==> src/assert_macros.svh <==
// Assertion macros shared by the keypad chord tracker RTL.
`ifndef ASSERT_MACROS_SVH
`define ASSERT_MACROS_SVH

// Same-cycle implication, sampled on clk and disabled while in reset.
`define ASSERT_IMPLIES(label, ante, cons, msg) \
    label: assert property (@(posedge clk) disable iff (!rst_n) (ante) |-> (cons)) \
        else $error(msg);

// Next-cycle implication, sampled on clk and disabled while in reset.
`define ASSERT_NEXT(label, ante, cons, msg) \
    label: assert property (@(posedge clk) disable iff (!rst_n) (ante) |=> (cons)) \
        else $error(msg);

`endif

==> src/kcet_pkg.sv <==
// Package with the command types and constants of the keypad chord tracker.
package kcet_pkg;

    localparam int MOD_W      = 4;
    localparam int CHORD_W    = 9;
    localparam int KEY_W      = 4;
    localparam int BUTTON_W   = 4;
    localparam int CFG_DATA_W = 9;
    localparam int CFG_IDX_W  = 2;

    localparam int QUEUE_DEPTH = 2;

    localparam logic [CFG_IDX_W-1:0] CFG_MODIFIER = 2'd0;
    localparam logic [CFG_IDX_W-1:0] CFG_CHORD_A  = 2'd1;
    localparam logic [CFG_IDX_W-1:0] CFG_CHORD_B  = 2'd2;

    localparam logic [MOD_W-1:0]   MODIFIER_RESET = 4'd4;
    localparam logic [CHORD_W-1:0] CHORD_A_RESET  = 9'b000010001;
    localparam logic [CHORD_W-1:0] CHORD_B_RESET  = 9'b000010010;

    typedef enum logic [1:0] {
        CMD_SINGLE,
        CMD_CHORD,
        CMD_MACRO_REL
    } cmd_kind_t;

    typedef struct packed {
        cmd_kind_t         kind;
        logic [KEY_W-1:0]  key;
        logic              is_release;
        logic              macro_sel;
    } cmd_t;

    typedef struct packed {
        logic keys_enabled;
        logic macro_active;
    } front_status_t;

endpackage

==> src/kcet_front.sv <==
// Front end: accepts key samples, tracks key state and issues event commands.
module kcet_front
    import kcet_pkg::*;
#(
    parameter int NUM_KEYS   = 9,
    parameter int NUM_MACROS = 2
)
(
    input  logic                  clk,
    input  logic                  rst_n,
    input  logic                  cfg_we,
    input  logic [CFG_IDX_W-1:0]  cfg_index,
    input  logic [CFG_DATA_W-1:0] cfg_data,
    input  logic                  in_valid,
    output logic                  in_ready,
    input  logic [KEY_W-1:0]      key_index,
    input  logic                  key_down,
    input  logic                  q_full,
    output logic                  q_push,
    output cmd_t                  q_cmd,
    output front_status_t         status
);

    logic [MOD_W-1:0]    modifier_reg;
    logic [CHORD_W-1:0]  chord_a_reg;
    logic [CHORD_W-1:0]  chord_b_reg;

    logic [NUM_KEYS-1:0] held_mask_reg, held_mask_next;
    logic                macro_active_reg, macro_active_next;
    logic                keys_enabled_reg, keys_enabled_next;

    logic [NUM_KEYS-1:0] key_hit;
    logic [NUM_KEYS-1:0] chord_a_ext;
    logic [NUM_KEYS-1:0] chord_b_ext;
    logic [NUM_KEYS-1:0] down_mask;
    logic                key_in_range;
    logic                accept;

    assign in_ready = !q_full;
    assign accept   = in_valid && in_ready;

    // Chord patterns only take part on the low key positions.
    always_comb
    begin
        for (int i = 0; i < NUM_KEYS; i++)
        begin
            key_hit[i] = (32'(key_index) == 32'(i));
            if (i < CHORD_W)
            begin
                chord_a_ext[i] = chord_a_reg[i];
                chord_b_ext[i] = chord_b_reg[i];
            end
            else
            begin
                chord_a_ext[i] = 1'b0;
                chord_b_ext[i] = 1'b0;
            end
        end
    end

    assign key_in_range = (32'(key_index) < 32'(NUM_KEYS));
    assign down_mask    = held_mask_reg | key_hit;

    always_comb
    begin
        held_mask_next    = held_mask_reg;
        macro_active_next = macro_active_reg;
        keys_enabled_next = keys_enabled_reg;
        q_push            = 1'b0;
        q_cmd.kind        = CMD_SINGLE;
        q_cmd.key         = key_index;
        q_cmd.is_release  = 1'b0;
        q_cmd.macro_sel   = 1'b0;

        if (accept && key_in_range)
        begin
            if (key_down)
            begin
                held_mask_next = down_mask;
                if ((key_index != modifier_reg) && keys_enabled_reg)
                begin
                    q_push = 1'b1;
                end
                else
                begin
                    keys_enabled_next = 1'b0;
                    if (down_mask == chord_a_ext)
                    begin
                        q_push            = 1'b1;
                        q_cmd.kind        = CMD_CHORD;
                        macro_active_next = 1'b1;
                    end
                    else if ((NUM_MACROS >= 2) && (down_mask == chord_b_ext))
                    begin
                        q_push            = 1'b1;
                        q_cmd.kind        = CMD_CHORD;
                        q_cmd.macro_sel   = 1'b1;
                        macro_active_next = 1'b1;
                    end
                end
            end
            else if ((held_mask_reg & key_hit) != '0)
            begin
                q_push           = 1'b1;
                q_cmd.is_release = 1'b1;
                held_mask_next   = held_mask_reg & ~key_hit;
            end
            else if ((held_mask_reg == '0) && macro_active_reg)
            begin
                q_push            = 1'b1;
                q_cmd.kind        = CMD_MACRO_REL;
                q_cmd.is_release  = 1'b1;
                macro_active_next = 1'b0;
            end
            else if ((held_mask_reg == '0) && !keys_enabled_reg)
            begin
                keys_enabled_next = 1'b1;
            end
        end
    end

    always_ff @(posedge clk or negedge rst_n)
    begin
        if (!rst_n)
        begin
            modifier_reg     <= MODIFIER_RESET;
            chord_a_reg      <= CHORD_A_RESET;
            chord_b_reg      <= CHORD_B_RESET;
            held_mask_reg    <= '0;
            macro_active_reg <= 1'b0;
            keys_enabled_reg <= 1'b1;
        end
        else
        begin
            held_mask_reg    <= held_mask_next;
            macro_active_reg <= macro_active_next;
            keys_enabled_reg <= keys_enabled_next;
            if (cfg_we)
            begin
                case (cfg_index)
                    CFG_MODIFIER: modifier_reg <= cfg_data[MOD_W-1:0];
                    CFG_CHORD_A:  chord_a_reg  <= cfg_data[CHORD_W-1:0];
                    CFG_CHORD_B:  chord_b_reg  <= cfg_data[CHORD_W-1:0];
                    default:      ;
                endcase
            end
        end
    end

    assign status.keys_enabled = keys_enabled_reg;
    assign status.macro_active = macro_active_reg;

endmodule

==> src/kcet_cmd_queue.sv <==
// Small command queue between the front end and the event emitter.
module kcet_cmd_queue
    import kcet_pkg::*;
(
    input  logic clk,
    input  logic rst_n,
    input  logic push,
    input  cmd_t push_cmd,
    output logic full,
    input  logic pop,
    output logic valid,
    output cmd_t pop_cmd
);

    localparam int PTR_W = $clog2(QUEUE_DEPTH);
    localparam int CNT_W = $clog2(QUEUE_DEPTH + 1);

    cmd_t             entry_reg [QUEUE_DEPTH];
    logic [PTR_W-1:0] wr_ptr_reg, wr_ptr_next;
    logic [PTR_W-1:0] rd_ptr_reg, rd_ptr_next;
    logic [CNT_W-1:0] count_reg, count_next;

    assign full    = (32'(count_reg) == 32'(QUEUE_DEPTH));
    assign valid   = (count_reg != '0);
    assign pop_cmd = entry_reg[rd_ptr_reg];

    always_comb
    begin
        wr_ptr_next = wr_ptr_reg;
        rd_ptr_next = rd_ptr_reg;
        count_next  = count_reg;
        if (push)
        begin
            wr_ptr_next = (32'(wr_ptr_reg) == QUEUE_DEPTH - 1) ? '0 : wr_ptr_reg + PTR_W'(1);
        end
        if (pop)
        begin
            rd_ptr_next = (32'(rd_ptr_reg) == QUEUE_DEPTH - 1) ? '0 : rd_ptr_reg + PTR_W'(1);
        end
        if (push && !pop)
        begin
            count_next = count_reg + CNT_W'(1);
        end
        else if (pop && !push)
        begin
            count_next = count_reg - CNT_W'(1);
        end
    end

    always_ff @(posedge clk or negedge rst_n)
    begin
        if (!rst_n)
        begin
            wr_ptr_reg <= '0;
            rd_ptr_reg <= '0;
            count_reg  <= '0;
        end
        else
        begin
            wr_ptr_reg <= wr_ptr_next;
            rd_ptr_reg <= rd_ptr_next;
            count_reg  <= count_next;
        end
    end

    always_ff @(posedge clk)
    begin
        if (push)
        begin
            entry_reg[wr_ptr_reg] <= push_cmd;
        end
    end

endmodule

==> src/kcet_back.sv <==
// Back end: expands each command into button events, one per cycle while out_ready does not stall the output.
module kcet_back
    import kcet_pkg::*;
#(
    parameter int NUM_KEYS   = 9,
    parameter int NUM_MACROS = 2
)
(
    input  logic                clk,
    input  logic                rst_n,
    input  logic                q_valid,
    input  cmd_t                q_cmd,
    output logic                q_pop,
    output logic                out_valid,
    input  logic                out_ready,
    output logic [BUTTON_W-1:0] button,
    output logic                is_release,
    output logic                last_event
);

    localparam int CNT_W = $clog2(NUM_KEYS + NUM_MACROS + 1);

    cmd_t                cmd_reg;
    logic                active_reg, active_next;
    logic [CNT_W-1:0]    cnt_reg, cnt_next;
    logic                out_valid_reg, out_valid_next;
    logic [BUTTON_W-1:0] button_reg;
    logic                is_release_reg;
    logic                last_event_reg;

    logic                slot_free;
    logic                emit;
    logic [31:0]         ev_wide;
    logic                ev_release;
    logic                ev_last;

    assign slot_free = !out_valid_reg || out_ready;
    assign emit      = active_reg && slot_free;

    // A chord command releases every key button and then presses one macro button;
    // a macro release command walks over all macro buttons.
    always_comb
    begin
        ev_wide    = 32'(cmd_reg.key);
        ev_release = cmd_reg.is_release;
        ev_last    = 1'b1;
        case (cmd_reg.kind)
            CMD_SINGLE:
            begin
                ev_wide    = 32'(cmd_reg.key);
                ev_release = cmd_reg.is_release;
                ev_last    = 1'b1;
            end
            CMD_CHORD:
            begin
                if (32'(cnt_reg) < 32'(NUM_KEYS))
                begin
                    ev_wide    = 32'(cnt_reg);
                    ev_release = 1'b1;
                    ev_last    = 1'b0;
                end
                else
                begin
                    ev_wide    = 32'(NUM_KEYS) + 32'(cmd_reg.macro_sel);
                    ev_release = 1'b0;
                    ev_last    = 1'b1;
                end
            end
            CMD_MACRO_REL:
            begin
                ev_wide    = 32'(NUM_KEYS) + 32'(cnt_reg);
                ev_release = 1'b1;
                ev_last    = (32'(cnt_reg) == 32'(NUM_MACROS - 1));
            end
            default:
            begin
                ev_wide    = 32'(cmd_reg.key);
                ev_release = cmd_reg.is_release;
                ev_last    = 1'b1;
            end
        endcase
    end

    assign q_pop = q_valid && (!active_reg || (emit && ev_last));

    always_comb
    begin
        active_next    = active_reg;
        cnt_next       = cnt_reg;
        out_valid_next = out_valid_reg;
        if (q_pop)
        begin
            active_next = 1'b1;
            cnt_next    = '0;
        end
        else if (emit && ev_last)
        begin
            active_next = 1'b0;
        end
        else if (emit)
        begin
            cnt_next = cnt_reg + CNT_W'(1);
        end
        if (emit)
        begin
            out_valid_next = 1'b1;
        end
        else if (out_ready)
        begin
            out_valid_next = 1'b0;
        end
    end

    always_ff @(posedge clk or negedge rst_n)
    begin
        if (!rst_n)
        begin
            active_reg    <= 1'b0;
            cnt_reg       <= '0;
            out_valid_reg <= 1'b0;
        end
        else
        begin
            active_reg    <= active_next;
            cnt_reg       <= cnt_next;
            out_valid_reg <= out_valid_next;
        end
    end

    always_ff @(posedge clk)
    begin
        if (q_pop)
        begin
            cmd_reg <= q_cmd;
        end
        if (emit)
        begin
            button_reg     <= ev_wide[BUTTON_W-1:0];
            is_release_reg <= ev_release;
            last_event_reg <= ev_last;
        end
    end

    assign out_valid  = out_valid_reg;
    assign button     = button_reg;
    assign is_release = is_release_reg;
    assign last_event = last_event_reg;

endmodule

==> src/keypad_chord_event_tracker_unit.sv <==
// Top level of the keypad chord tracker: front end, command queue and event emitter.
// Key samples are taken one per cycle whenever the two-entry command queue has room;
// the key mask and the enable and macro flags are registered from the transfer.
// Each sample that causes events becomes one command, and the emitter turns commands
// into result transfers at one event per cycle unless out_ready stalls it: a plain
// press or release is one event, a chord match is NUM_KEYS + 1 events, a macro
// release is NUM_MACROS events. The emitter therefore sets the sustained rate, and
// a sample's first event passes the queue entry, the emitter's command register and
// its output register. Samples with key index NUM_KEYS or more are taken and ignored.
`include "assert_macros.svh"

module keypad_chord_event_tracker_unit
    import kcet_pkg::*;
#(
    parameter int NUM_KEYS   = 9,
    parameter int NUM_MACROS = 2
)
(
    input  logic                  clk,
    input  logic                  rst_n,
    input  logic                  cfg_we,
    input  logic [CFG_IDX_W-1:0]  cfg_index,
    input  logic [CFG_DATA_W-1:0] cfg_data,
    input  logic                  in_valid,
    output logic                  in_ready,
    input  logic [KEY_W-1:0]      key_index,
    input  logic                  key_down,
    output logic                  out_valid,
    input  logic                  out_ready,
    output logic [BUTTON_W-1:0]   button,
    output logic                  is_release,
    output logic                  last_event
);

    logic          q_full;
    logic          q_push;
    cmd_t          q_push_cmd;
    logic          q_pop;
    logic          q_valid;
    cmd_t          q_pop_cmd;
    front_status_t status;

    kcet_front #(
        .NUM_KEYS   (NUM_KEYS),
        .NUM_MACROS (NUM_MACROS)
    ) u_front (
        .clk       (clk),
        .rst_n     (rst_n),
        .cfg_we    (cfg_we),
        .cfg_index (cfg_index),
        .cfg_data  (cfg_data),
        .in_valid  (in_valid),
        .in_ready  (in_ready),
        .key_index (key_index),
        .key_down  (key_down),
        .q_full    (q_full),
        .q_push    (q_push),
        .q_cmd     (q_push_cmd),
        .status    (status)
    );

    kcet_cmd_queue u_queue (
        .clk      (clk),
        .rst_n    (rst_n),
        .push     (q_push),
        .push_cmd (q_push_cmd),
        .full     (q_full),
        .pop      (q_pop),
        .valid    (q_valid),
        .pop_cmd  (q_pop_cmd)
    );

    kcet_back #(
        .NUM_KEYS   (NUM_KEYS),
        .NUM_MACROS (NUM_MACROS)
    ) u_back (
        .clk        (clk),
        .rst_n      (rst_n),
        .q_valid    (q_valid),
        .q_cmd      (q_pop_cmd),
        .q_pop      (q_pop),
        .out_valid  (out_valid),
        .out_ready  (out_ready),
        .button     (button),
        .is_release (is_release),
        .last_event (last_event)
    );

    `ASSERT_IMPLIES(a_queue_no_overflow, q_push, !q_full, "command pushed into a full queue")
    `ASSERT_IMPLIES(a_queue_no_underflow, q_pop, q_valid, "command popped from an empty queue")
    `ASSERT_IMPLIES(a_macro_locks_keys, status.macro_active, !status.keys_enabled,
        "keys enabled while a macro is held")
    `ASSERT_NEXT(a_macro_needs_command, !status.macro_active && !q_push,
        !status.macro_active, "macro flag set without a chord command")

endmodule
==> config.mk <==
export PLATFORM = sky130hd
export DESIGN_NAME = keypad_chord_event_tracker_unit
export DESIGN_NICKNAME = d
export VERILOG_FILES = /design/src/kcet_pkg.sv /design/src/kcet_front.sv /design/src/kcet_cmd_queue.sv /design/src/kcet_back.sv /design/src/keypad_chord_event_tracker_unit.sv
export VERILOG_INCLUDE_DIRS = /design/src /design/src/src
export SDC_FILE = /design/constraint.sdc
export NUM_CORES = 1
export LEC_CHECK = 0
export BUFFER_PORTS_ARGS = -buffer_cell sky130_fd_sc_hd__buf_2
export CORE_ASPECT_RATIO = 0.6
export CORE_UTILIZATION = 45
export CTS_CLUSTER_DIAMETER = 60
export DETAILED_ROUTE_END_ITERATION = 8
export PLACE_DENSITY = 0.66
export REMOVE_ABC_BUFFERS = 1
export SYNTH_ARGS = -nofsm -noshare
export SYNTH_HDL_FRONTEND = slang
export SYNTH_SLANG_ARGS = --single-unit
==> constraint.sdc <==
create_clock -name clk -period 4 [get_ports clk]
set_input_delay 0.8 -clock clk [delete_from_list [all_inputs] [get_ports clk]]
set_output_delay 0.8 -clock clk [all_outputs]
set_load 0.02 [all_outputs]
==> flow_summary.json <==
{
  "ys_async_sr_fraction_pct": 58.9,
  "drive_gt1_share_pct": 30.4,
  "design_area_mm2": 0.00411,
  "finalPower_mw": 2.70,
  "wl_per_cell_um": 16.5,
  "routed_wl_um": 7030,
  "cts_buffer_depth": 2,
  "syn_area_mm2": 0.00360,
  "die_w_um": 118,
  "min_period_ns": 3.02,
  "setup_ws_ns": 0.983,
  "finalCritPeriodShare_pct": 75.4,
  "synthTopCellsByArea": "dfrtp_1, edfxtp_1, mux2_2, xor2_1, dfstp_2",
  "cts_htree_levels": 3,
  "setup_viol_count_final": 0,
  "cts_buffers": 9,
  "critPathArrivalTime_ns": 2.97,
  "post_cts_resized": 0,
  "clkTransAtPathRegs_ns": 0.05,
  "max_freq_mhz": 331,
  "tritoncts": "done",
  "ant_nets": 0,
  "worstPathMaxFanout": 13,
  "syn_area_per_cell_um2": 12.6,
  "cp-end-kind": "register",
  "cts_setup_buffers": 0,
  "finalHoldViolations": 0,
  "ios": 29,
  "dp.cells": 410,
  "worst_pin_slew_ns": 0.967,
  "synth_ff_type": "dfrtp_1",
  "irDropWorstVdd_v": 0.000230,
  "clk_latency_ns": 0.33,
  "relSlewSlack_pct": 35.5,
  "ctsHoldBuffers": 0,
  "finalHoldWorstSlack_ns": 0.488,
  "nets": 344,
  "required_ns": 3.96,
  "synth.top_cell.area_share_pct": 25.7,
  "grt_pass1_wl_um": 11900,
  "antenna_found_initial": 0,
  "die_area_mm2": 0.00838,
  "vias": 2287,
  "gp_congestion": 0.821,
  "rsz0062_at_grt": "false",
  "rows": 24,
  "floorplan.initialDensity_pct": 48.0,
  "cap_viol_max_count": 0,
  "yosysTopAreaCell": "dfrtp_1",
  "track_usage_pct": 18.9,
  "p_leak_nw": 1.64,
  "route.detailed.drc": 0,
  "die_h_um": 71.3,
  "p_per_area_mw_per_mm2": 656,
  "synthDistinctLibCells": 52,
  "cts_root_buffer": "clkbuf_16",
  "outcome": "completed",
  "place_ws_ns": 0.659,
  "yosysWarnings": 0,
  "postSynthRegisterBits": 73,
  "grt-ovfl-total": 0,
  "diodes": 0,
  "first_iter_violations": 178,
  "path_class": "primary input to register",
  "setup-tns-final_ns": 0,
  "post_layout_nonfiller_instances": 426,
  "finalMaxSlewViolations": 0,
  "dpl.hpwl_um": 5140,
  "fin_util_pct": 54.8,
  "placed_area_mm2": 0.00385,
  "clkSinkCount": 73,
  "core_mm2": 0.00751,
  "portBuffers": 28,
  "area_growth_pct": 14.1,
  "vias_per_cell": 5.37,
  "synth_edf_count": 30,
  "grt_pass1_vias": 2239,
  "hp-class": "register to register",
  "critPathLaunchType": "primary input",
  "skew_ns": 0.00434,
  "firstDrtPassIters": 4,
  "synthCells": 285,
  "yosysSeqAreaShare_pct": 55.1,
  "grt_max_degree": 44
}
worst paths after layout:
path | from | endpoint | slack [ns] | cells past startpoint
max | key_index[3] | u_queue.entry_reg[0][2] | 0.98 | 8
min | u_back.active_reg | u_back.out_valid | 0.49 | 1
max reg2reg | u_back.cnt_reg[0] | u_queue.count_reg[1] | 1.07 | 12
min reg2reg | u_back.active_reg | u_back.out_valid | 0.49 | 1
max in group asynchronous | rst_n | async pin | 2.77 | 1
min in group asynchronous | rst_n | u_front.chord_b_ext[7] | 0.63 | 1
kinds of logic after synthesis:
family | count (synthesis) | synth area share (%)
xor gates and xnor gates | 29 | 7.05
buffers and inverters | 21 | 2.33
muxes | 40 | 12.4
AOI/OAI and AO/OA | 44 | 9.96
adders and majority gates | 6 | 2.08
DFF | 73 | 55.1
and+or+nand+nor | 72 | 11.1
final cells by class:
type                    instances  area [um2]
multi-input cells             191        1540
fillers                       637        3400
well taps                     104         130
clock buffers                  10         229
flip-flops and latches         73        1980
clock inverters                 6        35.0
inverters                      13        48.8
repair buffers                 29         148
synthesized netlist by cell type (2+ instances only):
cell	count
clkbuf_1	4
nor3_2	4
and3_1	2
o21ai_1	2
nor2_1	14
a31oi_2	2
buf_2	4
or4_1	2
nand4_1	5
mux2_1	7
mux2_2	31
and2_1	3
xor2_1	23
ha_1	6
nand2_1	17
mux2i_1	2
dfstp_2	6
nand2b_1	5
nor3b_1	3
nand3_1	4
dfrtp_1	37
o21ai_0	8
inv_1	12
nand3b_1	3
xnor2_1	6
nor2b_1	3
edfxtp_1	30
o21a_1	2
a2111oi_4	2
a21oi_1	14
routing by layer:
layer	global-route usage (%)	vias to the layer above	wire length, um
li1	-	1095	-
met1	28.8	1109	3710
met2	24.6	73	2710
met3	6.13	10	531
met4	6.98	0	78
met5	0	-	0
power by group:
group / total, mW / switching, mW / internal [mW]
combinational: 0.805 / 0.458 / 0.347
sequential: 1.19 / 0.149 / 1.04
clock: 0.706 / 0.291 / 0.415
critical path, cell delays in order:
cell	delay, ns
buf_2	0.29
and2b_2	0.31
a21oi_1	0.36
xor2_1	0.19
nand4_1	0.13
nor3_2	0.21
o31ai_2	0.13
nor2_1	0.54
cells in the final DEF, fill, tap and decap left out, types with 2 or more instances in the layout:
cell / count
xor2_1: 23
a2111oi_4: 2
nor3b_1: 3
mux2i_1: 2
a31oi_2: 2
nand4_1: 5
ha_1: 6
nand3b_1: 3
dfrtp_1: 37
inv_1: 12
clkinv_2: 3
and3_1: 2
nor3_2: 4
nand2_1: 17
nand2b_1: 5
nor2b_1: 3
or4_1: 2
edfxtp_1: 30
nand3_1: 4
xnor2_1: 6
mux2_2: 31
clkbuf_16: 9
o21ai_1: 2
mux2_1: 7
dfstp_2: 6
a21oi_1: 14
and2_1: 3
nor2_1: 14
o21ai_0: 8
o21a_1: 2
buf_2: 28
Note: power is estimated with default switching activity, not from simulation.
